<file path="config.mk">
export PLATFORM = sky130hd
export DESIGN_NAME = c2d_ctrl
export DESIGN_NICKNAME = d
export VERILOG_FILES = /design/src/hw/rtl/conv2d_correlation_valid_full_defines.svh /design/src/hw/rtl/c2d_pkg.sv /design/src/hw/rtl/c2d_ctrl.sv
export SDC_FILE = /design/constraint.sdc
export NUM_CORES = 1
export LEC_CHECK = 0
export BUFFER_PORTS_ARGS = -buffer_cell sky130_fd_sc_hd__buf_2
export CORE_AREA = 3 3 40 42
export CTS_BUF_LIST = sky130_fd_sc_hd__clkbuf_8
export CTS_CLUSTER_SIZE = 8
export DETAILED_ROUTE_END_ITERATION = 8
export DIE_AREA = 0 0 43 45
export PLACE_DENSITY = 0.38
export SLEW_MARGIN = 20
export SYNTH_ARGS = -nofsm -noshare
export SYNTH_HDL_FRONTEND = slang
export SYNTH_SLANG_ARGS = --single-unit
export TNS_END_PERCENT = 100
</file>
<file path="constraint.sdc">
create_clock -name clk_i -period 1.9 [get_ports clk_i]
set_input_delay 0.38 -clock clk_i [delete_from_list [all_inputs] [get_ports clk_i]]
set_output_delay 0.38 -clock clk_i [all_outputs]
set_load 0.02 [all_outputs]
</file>
<file path="src/hw/rtl/conv2d_correlation_valid_full_defines.svh">
// Assertion macros for the 2D correlation block.
// Included by the top level; depends on nothing else.
`ifndef CONV2D_CORRELATION_VALID_FULL_DEFINES_SVH
`define CONV2D_CORRELATION_VALID_FULL_DEFINES_SVH

// Same-cycle implication, disabled while reset is asserted.
`define C2D_ASSERT_IMPL(lbl, clk, rst_n, ante, cons, msg) \
  lbl: assert property (@(posedge clk) disable iff (!rst_n) (ante) |-> (cons)) \
    else $error(msg);

// Next-cycle implication, disabled while reset is asserted.
`define C2D_ASSERT_NEXT(lbl, clk, rst_n, ante, cons, msg) \
  lbl: assert property (@(posedge clk) disable iff (!rst_n) (ante) |=> (cons)) \
    else $error(msg);

`endif

</file>
<file path="src/hw/rtl/c2d_pkg.sv">
// Package for the 2D correlation block: widths, register indexes, codes and
// the control types shared by the controller and the datapath. No dependencies.
package c2d_pkg;

  localparam int unsigned MaxImageDim  = 32;
  localparam int unsigned MaxKernelDim = 8;

  localparam int unsigned CmdW     = 2;
  localparam int unsigned PosW     = 6;
  localparam int unsigned SampleW  = 16;
  localparam int unsigned ProdW    = 32;
  localparam int unsigned SumW     = 40;
  localparam int unsigned CfgIdxW  = 3;
  localparam int unsigned CfgDataW = 6;
  localparam int unsigned ImgDimW  = 6;
  localparam int unsigned KerDimW  = 4;

  localparam logic [CfgIdxW-1:0] RegImageRows  = 3'd0;
  localparam logic [CfgIdxW-1:0] RegImageCols  = 3'd1;
  localparam logic [CfgIdxW-1:0] RegKernelRows = 3'd2;
  localparam logic [CfgIdxW-1:0] RegKernelCols = 3'd3;
  localparam logic [CfgIdxW-1:0] RegFullMode   = 3'd4;

  localparam logic [ImgDimW-1:0] ImageRowsRst  = 6'd32;
  localparam logic [ImgDimW-1:0] ImageColsRst  = 6'd32;
  localparam logic [KerDimW-1:0] KernelRowsRst = 4'd3;
  localparam logic [KerDimW-1:0] KernelColsRst = 4'd3;
  localparam logic               FullModeRst   = 1'b0;

  typedef enum logic [CmdW-1:0] {
    CMD_WR_KERNEL = 2'd0,
    CMD_WR_IMAGE  = 2'd1,
    CMD_COMPUTE   = 2'd2
  } cmd_e;

  typedef enum logic [2:0] {
    ST_IDLE,
    ST_RUN,
    ST_DRAIN1,
    ST_DRAIN2,
    ST_DONE
  } ctrl_state_e;

  typedef struct packed {
    logic wr_kernel;
    logic wr_image;
    logic start;
    logic tap_step;
    logic out_load;
  } dp_cmd_t;

  typedef struct packed {
    logic bad_pos;
    logic tap_last;
  } dp_status_t;

endpackage

</file>
<file path="src/hw/rtl/c2d_ctrl.sv">
// Controller for the 2D correlation block: sequences loads, the tap walk and
// the result register. Depends on c2d_pkg.
module c2d_ctrl (
  input  logic                     clk_i,
  input  logic                     rst_ni,
  input  logic                     in_valid_i,
  input  logic [c2d_pkg::CmdW-1:0] command_i,
  output logic                     in_ready_o,
  output logic                     out_valid_o,
  input  logic                     out_ready_i,
  input  c2d_pkg::dp_status_t      status_i,
  output c2d_pkg::dp_cmd_t         cmd_o
);

  c2d_pkg::ctrl_state_e state_q, state_d;
  logic                 out_valid_q, out_valid_d;
  logic                 accept;
  logic                 is_compute;
  logic                 out_free;

  assign accept   = in_valid_i && in_ready_o;
  assign out_free = !out_valid_q || out_ready_i;

  always_comb begin
    is_compute = 1'b0;
    case (c2d_pkg::cmd_e'(command_i))
      c2d_pkg::CMD_COMPUTE: is_compute = 1'b1;
      default:              is_compute = 1'b0;
    endcase
  end

  always_comb begin
    state_d = state_q;
    case (state_q)
      c2d_pkg::ST_IDLE: begin
        if (accept && is_compute) begin
          state_d = status_i.bad_pos ? c2d_pkg::ST_DONE : c2d_pkg::ST_RUN;
        end
      end
      c2d_pkg::ST_RUN: begin
        if (status_i.tap_last) begin
          state_d = c2d_pkg::ST_DRAIN1;
        end
      end
      c2d_pkg::ST_DRAIN1: state_d = c2d_pkg::ST_DRAIN2;
      c2d_pkg::ST_DRAIN2: state_d = c2d_pkg::ST_DONE;
      c2d_pkg::ST_DONE: begin
        if (out_free) begin
          state_d = c2d_pkg::ST_IDLE;
        end
      end
      default: state_d = c2d_pkg::ST_IDLE;
    endcase
  end

  always_comb begin
    in_ready_o      = 1'b0;
    cmd_o.wr_kernel = 1'b0;
    cmd_o.wr_image  = 1'b0;
    cmd_o.start     = 1'b0;
    cmd_o.tap_step  = 1'b0;
    cmd_o.out_load  = 1'b0;
    case (state_q)
      c2d_pkg::ST_IDLE: begin
        in_ready_o      = 1'b1;
        cmd_o.wr_kernel = in_valid_i &&
                          (command_i == c2d_pkg::CMD_WR_KERNEL);
        cmd_o.wr_image  = in_valid_i &&
                          (command_i == c2d_pkg::CMD_WR_IMAGE);
        cmd_o.start     = in_valid_i && is_compute;
      end
      c2d_pkg::ST_RUN:  cmd_o.tap_step = 1'b1;
      c2d_pkg::ST_DONE: cmd_o.out_load = out_free;
      default: ;
    endcase
  end

  always_comb begin
    out_valid_d = out_valid_q;
    if (cmd_o.out_load) begin
      out_valid_d = 1'b1;
    end else if (out_ready_i) begin
      out_valid_d = 1'b0;
    end
  end

  always_ff @(posedge clk_i or negedge rst_ni) begin
    if (!rst_ni) begin
      state_q     <= c2d_pkg::ST_IDLE;
      out_valid_q <= 1'b0;
    end else begin
      state_q     <= state_d;
      out_valid_q <= out_valid_d;
    end
  end

  assign out_valid_o = out_valid_q;

endmodule

</file>
# Yosys cells after proc, flatten, opt, wreduce, memory -nomap -nowiden
# Cells that the tools add are included.
dict set report totals {
  register_bits 4
  in_bits 8
  output_inout_bits 7
  elab_cells 34
}
dict set report classes {
  eq_ne 9
  mux 12
  reduce_logical 11
}
# cell count
set op_table {}
lappend op_table {{3-bit two-way mux} 5}
lappend op_table {{3-bit one-hot mux with 5 select lines} 1}
lappend op_table {{3-bit by 2-bit equality test with 1-bit output (second input constant)} 2}
lappend op_table {{1-bit two-way mux} 6}
lappend op_table {{2-bit != test (second input constant)} 3}
lappend op_table {{1-bit logical AND} 5}
lappend op_table {{3-bit by 1-bit equality test with 1-bit output (second input constant)} 1}
lappend op_table {{3-bit equality test (second input constant)} 1}
lappend op_table {{3-bit logical NOT} 1}
lappend op_table {{3-bit AND reduction} 1}
lappend op_table {{2-bit by 1-bit equality test with 1-bit output (second input constant)} 1}
lappend op_table {{2-bit equality test (second input constant)} 1}
lappend op_table {{2-bit logical NOT} 1}
lappend op_table {{2-bit nonzero test} 1}
lappend op_table {{1-bit logical NOT} 1}
lappend op_table {{1-bit logical OR} 1}

# Longest topological paths before layout
# Gate-level depths: netlist of the first run.
dict set report depth {
  depth_word 6
  depth_mapped 3
  ltp_nobuf 3
}

# Least setup slack after synthesis of the first run
# OpenSTA, ideal clock, no wires.
dict set report synth_timing {
  path_type {register -> output}
  start {register state_q[2]}
  end {output cmd_o[3] (netlist bit)}
  arrival_ns 1.335
  t_required_ns 1.520
  path_slack_ns 0.185
  path_stages_with_launch 3
  n_path_buf 0
  cell_sequence {dfrtp_1 > or3_4 > nor3_1}
}
# item line
set synth_rtl {}
lappend synth_rtl {{from (decl)} c2d_ctrl.sv:15} ;# c2d_pkg::ctrl_state_e state_q, state_d;
lappend synth_rtl {{from (signal assigned)} c2d_ctrl.sv:89} ;# state_q <= c2d_pkg::ST_IDLE;
lappend synth_rtl {{from (signal assigned)} c2d_ctrl.sv:92} ;# state_q <= state_d;
lappend synth_rtl {{to (decl)} c2d_ctrl.sv:12} ;# output c2d_pkg::dp_cmd_t cmd_o

==> results of run 1 <==
==> through the flow <==
| stage | area, um2 | total power, mW | setup WS (ns) | cells | utilization (%) |
|---|---|---|---|---|---|
| 6_report | 404 | 0.583 | 0.0521 | 61 | 31.5 |
| 5_1_grt | 404 | 0.624 | 0.00130 | 61 | 31.5 |
| 4_1_cts | 403 | 0.593 | 0.0365 | 61 | 31.4 |
| 3_5_place_dp | 352 | 0.410 | 0.219 | 57 | 27.4 |
| 3_3_place_gp | 352 | 0.412 | 0.241 | 57 | 27.4 |
| 2_1_floorplan | 255 | 0.319 | 0.185 | 27 | - |
==> synth_stat cells, drive strengths merged <==
library cell / instances / area [um2]
buf: 1 / 7.51
nor2: 3 / 18.8
nor3b: 2 / 15.0
a31oi: 1 / 6.26
nor4b: 1 / 15.0
nand2: 3 / 11.3
or3: 2 / 17.5
nor2b: 2 / 12.5
a221o: 1 / 10.0
nor3: 1 / 5.00
or2: 1 / 6.26
dfrtp: 4 / 100
nand3b: 2 / 15.0
nand2b: 1 / 6.26
a21oi: 1 / 5.00
inv: 1 / 3.75
==> power groups by stage <==
stage | logic (mW) | clock network [mW] | registers [mW]
5_1_grt | 0.296 | 0.186 | 0.143
3_5_place_dp | 0.272 | 0 | 0.138
3_3_place_gp | 0.272 | 0 | 0.139
6_report | 0.270 | 0.175 | 0.138
2_1_floorplan | 0.163 | 0 | 0.156
4_1_cts | 0.275 | 0.180 | 0.137
==> sequential cells by signal, indices dropped and copies added (netlist names) <==
signal and cells:
state_q 3, out_valid_o 1
==> cells by family after synthesis <==
family	after synthesis
simple gates	18
flops	4
compound gates	3
buf+inv	2
==> final cells by class <==
class / instances / area (um2) / area share (%)
Inverter: 1 / 3.75 / 0.929
Tap cell: 15 / 18.8 / 4.64
Timing Repair Buffer: 17 / 95.1 / 23.5
Clock buffer: 3 / 41.3 / 10.2
Multi-Input combinational cell: 21 / 144 / 35.6
Sequential cell: 4 / 101 / 25.1
==> final timing paths <==
path	to	slack [ns]	cells after the start
worst min register to register	state_q[0]	0.49	1
max in group asynchronous	state_q[2]	1.28	2
worst max-delay path	cmd_o[4]	0.05	3
min in group asynchronous	state_q[0]	0.49	2
worst max register to register	state_q[2]	0.76	3
worst min-delay path	state_q[2]	0.42	2
==> per-layer routing <==
metal | wire [um] | part of all wire [%] | up-vias
met1 | 252 | 42 | 114
met4 | 0 | 0 | 0
li1 | - | - | 133
met3 | 56 | 9.4 | 0
met5 | 0 | 0 | -
met2 | 285 | 48 | 10
==> repair_timing <==
| item | in CTS | in global routing |
|---|---|---|
| hold buffers | 1 | 0 |
| gates resized for setup | 0 | 1 |
| setup endpoints to repair | 1 | 1 |
| endpoints found under the hold margin | 4 | 0 |
| pin swaps | 1 | 0 |
==> implementation parameters, run 1 <==
Parameter                              Value

Clock network
  # Post-CTS Setup Buffers ... 0
  H-Tree Level Count ... 1
  Root cell of the clock tree ... clkbuf_8
  Largest buffer count on any clock path ... 2
  Clock tree from TritonCTS ... yes
  Clk sinks ... 4
  Clock latency at the later pin of the worst-skew pair ... 0.21 ns
  Number of CTS-inserted buffers ... 3
  Clock input transition at the sequential cells of the worst setup and hold paths ... 0.03 ns

Floorplan
  Die span in x ... 43 um
  Full die area ... 1940 um2
  Effective utilization at floorplan ... 19.9%
  Ports ... 15
  Core Rows ... 13
  Std-Cell Core Area ... 1280 um2
  Vertical extent of the die ... 45 um

Routing
  Total number of vias ... 257
  Number of detailed-routing iterations run before antenna repair ... 4
  DRC violation count after routing ... 0
  DRT iter0 DRCs ... 2
  Average vias per placed instance ... 4.21
  DRT antenna net count ... 0
  Routed Wire Length ... 594 um
  Final routed wire length divided by cell count ... 9.74 um

Yosys
  Syn Area/Cell ... 9.45 um2
  Simple-Gate Fraction of Synth Area ... 48.0%
  Share of cell area taken by muxes after synthesis ... 0%
  Sequential area share after synthesis ... 39.2%
  Xor and xnor area share after synthesis ... 0%
  Post-synthesis adder-cell area fraction ... 0%
  Syn Std Cell Area ... 255 um2
  Count of unique library cells instantiated by Yosys ... 18
  Warnings from Yosys ... 0
  Combinational family with the most area after synthesis ... simple AND/OR/NAND/NOR gates
  Synthesized-area fraction occupied by ao, oa, aoi and oai cells ... 8.33%
  Number of nets in the synthesized netlist ... 35
  Synth Instances ... 27
  #FFs+latches synth ... 4

Timing
  Setup repair after global routing missed its margin ... false
  Max Freq ... 541 MHz
  Final worst hold slack ... 0.417 ns
  Setup TNS Final ... 0 ns
  Worst slew slack as a fraction of its limit ... 79.4%
  Setup violators final ... 0
  Slew Viols, Final ... 0
  Final cycle utilization of the critical path ... 97.3%
  Setup clock skew after layout ... 0.00136 ns
  Number of hold violations in the final report ... 0
  Least-Margin Pin Slew ... 0.308 ns
  Final critical-path required period ... 1.85 ns

Setup path
  Beginning of the worst register-to-register path ... state_q[0]
  Category of the most critical setup path ... reg -> out
  WP data arrival ... 1.47 ns
  Critical Path Source Type ... flip-flop
  Kind of capture point of the worst setup path ... output port
  Launch point of the critical path ... state_q[0]
  Slowest CP cell ... or3_4
  Kind of cell adding the most delay to the critical path ... simple AND/OR/NAND/NOR gates
  Critical Path Fanout Max ... 4
  Sum of buffers and inverters on the critical path ... 1
  Cell Chain, Critical Path ... or3_4 -> nor4b_2 -> buf_2
  Max stage delay on crit path ... 0.43 ns
  Req. time, crit path ... 1.52 ns

GRT
  Wire length of the first global-routing pass ... 986 um
  All-layer global routing usage ... 7.11%
  Number of global-route vias before repair ... 252
  Grt total ovfl ... 0
  Met3 layer usage reported by global route ... 1.99%
  Met2 Usage GRT ... 10.8%
  GRT Max-Usage Layer ... met2
  Initial antenna violation count ... 0
  Largest net degree at the start of global routing ... 8
  Met1 usage ... 7.82%

Final layout
  Number of nets at the end of the flow ... 56
  Synthesis-to-finish area growth ... 58.3%
  Leading cell type in the layout, fill and taps excluded ... buf_2
  Antenna diode count ... 0
  Fill count ... 141
  Share of cells above drive strength 1 ... 52.2%
  Highest-count cells in the layout ignoring fill and taps ... buf_2 (14), nand2_1 (3), clkbuf_8 (3), dfrtp_1 (3)

Job
  Max-Cap Viols ... 0

Hold path
  Hold WC Path Type ... in -> reg
  Hold path startpoint ... status_i[1]

Power and ir drop
  Sequential group share of total power ... 23.7%
  Part of the power in the clock network ... 29.9%
  Total power density per cell area ... 1440 nW/um2
  Share of total power in combinational logic ... 46.3%
  Reported net switching power ... 0.211 mW
  Leakage ... 0.203 nW
  Worst ir drop on vdd ... 437 uV
  Internal power of the cells ... 0.372 mW
  Switching Share ... 36.2%

Place
  Routability Congestion ... 0.818
  Detailed placement HPWL ... 492 um
  Total of buffers placed on input and output ports ... 14

Outcome
  Result of the run ... finished clean
Note: power is estimated with default switching activity, not from simulation.
==> run 2, diff against run 1 <==
RECOVER_POWER = 100   (was default)
==> implementation parameters, run 2 (synthesis results as in run 1) <==
Parameter                              Value

Place
  Post-detailed-placement cell area ... 352 um2
  Detailed placement HPWL ... 492 um
  Routability Congestion ... 0.818
  Total of buffers placed on input and output ports ... 14

Floorplan
  Effective utilization at floorplan ... 19.9%
  Die span in x ... 43 um
  Vertical extent of the die ... 45 um
  Full die area ... 1940 um2
  Ports ... 15
  Core Rows ... 13
  Std-Cell Core Area ... 1280 um2

Routing
  DRT antenna net count ... 0
  Routed Wire Length ... 595 um
  Average vias per placed instance ... 4.11
  Total number of vias ... 251
  Number of detailed-routing iterations run before antenna repair ... 4
  DRC violation count after routing ... 0
  Final routed wire length divided by cell count ... 9.75 um
  DRT iter0 DRCs ... 2

Power and ir drop
  Worst ir drop on vdd ... 421 uV
  Leakage ... 0.179 nW
  Total power density per cell area ... 1440 nW/um2
  Power consumption ... 0.565 mW

Timing
  Final cycle utilization of the critical path ... 97.1%
  Setup clock skew after layout ... 0.00130 ns
  Least-Margin Pin Slew ... 0.303 ns
  Setup TNS Final ... 0 ns
  Number of hold violations in the final report ... 0
  Max Freq ... 542 MHz
  Setup repair after global routing missed its margin ... false
  Slew Viols, Final ... 0
  Worst slew slack as a fraction of its limit ... 79.7%
  Setup violators final ... 0
  Final critical-path required period ... 1.84 ns

Final layout
  Combined flip-flop and latch cell area ... 101 um2
  Post-route cell area ... 392 um2
  Largest register by flop count ... state_q
  Antenna diode count ... 0
  Final core occ ... 30.5%
  Number of nets at the end of the flow ... 56
  Max FFs per register ... 3
  Share of cells above drive strength 1 ... 39.1%
  Synthesis-to-finish area growth ... 53.4%
  Leading cell type in the layout, fill and taps excluded ... buf_2
  Combined area of the multi-input logic cells ... 144 um2
  Highest-count cells in the layout ignoring fill and taps ... buf_2 (9), clkbuf_1 (6), nand2_1 (3), clkbuf_8 (3), dfrtp_1 (3)
  Fill count ... 146

Setup path
  Max stage delay on crit path ... 0.43 ns
  Slowest CP cell ... or3_4
  Sum of buffers and inverters on the critical path ... 1
  WP data arrival ... 1.46 ns
  Kind of capture point of the worst setup path ... output port
  Critical Path Source Type ... flip-flop
  Critical Path Fanout Max ... 4
  Kind of cell adding the most delay to the critical path ... simple AND/OR/NAND/NOR gates
  Req. time, crit path ... 1.52 ns
  Category of the most critical setup path ... reg -> out
  Cell Chain, Critical Path ... or3_4 -> nor4b_2 -> buf_2

Clock network
  H-Tree Level Count ... 1
  # Post-CTS Setup Buffers ... 0
  Largest buffer count on any clock path ... 2
  Clock latency at the later pin of the worst-skew pair ... 0.21 ns
  Root cell of the clock tree ... clkbuf_8
  Clk sinks ... 4
  Clock input transition at the sequential cells of the worst setup and hold paths ... 0.03 ns
  Clock tree from TritonCTS ... yes
  Number of CTS-inserted buffers ... 3

Job
  Max-Cap Viols ... 0

GRT
  Number of global-route vias before repair ... 252
  Grt total ovfl ... 0
  Wire length of the first global-routing pass ... 986 um
  All-layer global routing usage ... 7.11%
  Largest net degree at the start of global routing ... 8
  Initial antenna violation count ... 0

Hold path
  Hold WC Path Type ... in -> reg

Outcome
  Result of the run ... finished clean
[run 2: cell count changes in the layout (fill, tap and decap cells not counted), sizes merged]
| cell | before | now |
|---|---|---|
| buf | 16 | 9 |
| clkbuf | 3 | 10 |
[run 2: final cells by class]
class | count | area share (%)
clock buffers | 3 | 10.5
inverters | 1 | 0.958
multi-input cells | 21 | 36.7
flip-flops and latches | 4 | 25.9
well taps | 15 | 4.79
repair buffers | 17 | 21.1
[run 2: repair_timing]
action / in CTS / in global routing
pin swaps: 1 / 0
hold buffers: 1 / 0
endpoints found under the setup margin: 1 / 1
gates resized for setup: 0 / 1
hold endpoints to repair: 4 / 0
[run 2: power by group]
group	internal, mW	switching [mW]
registers	0.117	0.0217
clock network	0.135	0.0400
logic	0.102	0.150
total	0.353	0.212
[run 2: final timing paths]
kind	start	endpoint	slack, ns	cells after the start
worst max register to register	state_q[0]	state_q[0]	0.75	3
worst min register to register	state_q[2]	state_q[0]	0.48	1
worst min-delay path	status_i[1]	state_q[2]	0.42	2
worst max-delay path	state_q[0]	cmd_o[4]	0.06	3
min in group asynchronous	rst_ni	state_q[0]	0.51	2
max in group asynchronous	rst_ni	state_q[2]	1.20	2
[run 2: through the flow]
stage / instances / setup WS [ns] / hold WS [ns]
after floorplan: 27 / 0.185 / 0.0844
after global placement: 57 / 0.241 / 0.190
after detailed placement: 57 / 0.219 / 0.185
after CTS: 61 / 0.0365 / 0.417
after global routing: 61 / 0.00386 / 0.424
final: 61 / 0.0550 / 0.418
[run 2: routing by layer]
metal	track usage, %	vias to the layer above	wire length [um]
met1	7.82	109	255
met5	0	-	0
met3	1.99	0	56
met2	10.8	10	283
li1	-	132	-
met4	7.23	0	0
==> run 3, diff against run 2 <==
--- a/constraint.sdc
+++ b/constraint.sdc
@@ -3,2 +3,2 @@
 set_output_delay 0.38 -clock clk_i [all_outputs]
-set_load 0.02 [all_outputs]
+set_load 0.01 [all_outputs]
==> implementation parameters, run 3 (synthesis results as in run 1) <==
Parameter                              Value

Timing
  Setup clock skew after layout ... 0.000920 ns
  Setup repair after global routing missed its margin ... false
  Number of hold violations in the final report ... 0
  Final cycle utilization of the critical path ... 97.0%
  Slew Viols, Final ... 0
  Worst slew slack as a fraction of its limit ... 80.9%
  Setup TNS Final ... 0 ns
  Setup violators final ... 0
  Least-Margin Pin Slew ... 0.285 ns
  Final critical-path required period ... 1.84 ns
  Max Freq ... 542 MHz

Place
  Number of placed cells counting well taps ... 55
  Total of buffers placed on input and output ports ... 14
  Detailed placement HPWL ... 463 um
  Routability Congestion ... 0.731

Routing
  DRT antenna net count ... 0
  Routed Wire Length ... 588 um
  Final routed wire length divided by cell count ... 9.80 um
  Number of detailed-routing iterations run before antenna repair ... 2
  DRC violation count after routing ... 0
  Total number of vias ... 256
  DRT iter0 DRCs ... 4
  Average vias per placed instance ... 4.27

Floorplan
  Full die area ... 1940 um2
  Die span in x ... 43 um
  Ports ... 15
  Core Rows ... 13
  Effective utilization at floorplan ... 19.9%
  Std-Cell Core Area ... 1280 um2
  Vertical extent of the die ... 45 um

Setup path
  Category of the most critical setup path ... reg -> out
  Req. time, crit path ... 1.52 ns
  Kind of capture point of the worst setup path ... output port
  WP data arrival ... 1.46 ns
  Cell depth of the worst flop-to-flop path ... 3
  Critical Path Source Type ... flip-flop
  Critical Path Fanout Max ... 4

Clock network
  H-Tree Level Count ... 1
  Root cell of the clock tree ... clkbuf_8
  Clock latency at the later pin of the worst-skew pair ... 0.21 ns
  Number of CTS-inserted buffers ... 3
  Clk sinks ... 4
  Largest buffer count on any clock path ... 2
  Clock input transition at the sequential cells of the worst setup and hold paths ... 0.03 ns
  Clock tree from TritonCTS ... yes

Power and ir drop
  Share of total power in combinational logic ... 37.7%
  Switching Share ... 34.0%
  Leakage ... 0.169 nW
  Worst ir drop on vdd ... 390 uV
  Internal power of the cells ... 0.349 mW
  Sequential group share of total power ... 29.1%
  Reported net switching power ... 0.180 mW
  Part of the power in the clock network ... 33.2%
  Power consumption ... 0.529 mW
  Total power density per cell area ... 1370 nW/um2

Hold path
  Hold WC Path Type ... in -> reg
  Count of cells along the worst hold path ... 2

Final layout
  Share of cells above drive strength 1 ... 37.8%
  Max FFs per register ... 3
  Fill count ... 151
  Synthesis-to-finish area growth ... 51.5%
  Non-Filler Instances ... 60
  Antenna diode count ... 0
  Largest register by flop count ... state_q
  Number of nets at the end of the flow ... 55
  Highest-count cells in the layout ignoring fill and taps ... buf_2 (8), clkbuf_1 (7), nand2_1 (3), clkbuf_8 (3)
  Leading cell type in the layout, fill and taps excluded ... buf_2

Outcome
  Result of the run ... finished clean

GRT
  Largest net degree at the start of global routing ... 9
  Number of global-route vias before repair ... 241
  Initial antenna violation count ... 0
  Grt total ovfl ... 0
  Wire length of the first global-routing pass ... 910 um
  All-layer global routing usage ... 6.86%

Job
  Max-Cap Viols ... 0
[run 3: final cells by class]
cell class	instances	area (um2)	share of cell area (%)
Clock buffer	3	41.3	10.7
Inverter	1	3.75	0.971
Multi-Input combinational cell	21	144	37.2
Sequential cell	4	103	26.5
Tap cell	15	18.8	4.85
Timing Repair Buffer	16	76.3	19.7
[run 3: worst max-delay path: stages, from the launching register on]
cell and delay, ns:
dfrtp_2 0.41, or3_4 0.43, nor4b_2 0.24, buf_2 0.16
[run 3: power by group through the flow]
stage | sequential [mW] | clock [mW] | combinational [mW]
final | 0.154 | 0.176 | 0.199
after global routing | 0.160 | 0.193 | 0.221
after CTS | 0.156 | 0.181 | 0.198
after detailed placement | 0.156 | 0 | 0.196
after global placement | 0.155 | 0 | 0.195
after floorplan | 0.150 | 0 | 0.137
[run 3: path summary, 6_finish.rpt]
check | from | endpoint | slack [ns]
min in group asynchronous | rst_ni | out_valid_o | 0.51
worst min-delay path | status_i[1] | state_q[2] | 0.42
worst min register to register | state_q[2] | state_q[0] | 0.49
worst max register to register | state_q[1] | state_q[2] | 0.72
worst max-delay path | state_q[1] | cmd_o[4] | 0.06
max in group asynchronous | rst_ni | state_q[2] | 1.20
[run 3: what timing repair did]
action,CTS,global route
gates resized for setup,0,2
endpoints found under the setup margin,0,1
endpoints found under the hold margin,4,0
hold buffers,1,0
setup buffers,0,1
[run 3: stage by stage]
stage,area (um2),hold slack (ns),util [%],worst slack [ns]
after global routing,387,0.432,30.1,0.00628
after floorplan,255,0.0844,-,0.342
after global placement,337,0.189,26.2,0.258
final,387,0.421,30.1,0.0567
after CTS,388,0.421,30.2,0.0157
after detailed placement,337,0.185,26.2,0.257
[run 3: layer usage]
metal	wire, um	track usage, %	part of all wire [%]	up-vias
met1	263	7.56	45	110
met5	0	0	0	-
met4	17	9.04	2.9	0
li1	-	-	-	132
met3	47	1.99	8.0	2
met2	259	9.28	44	12
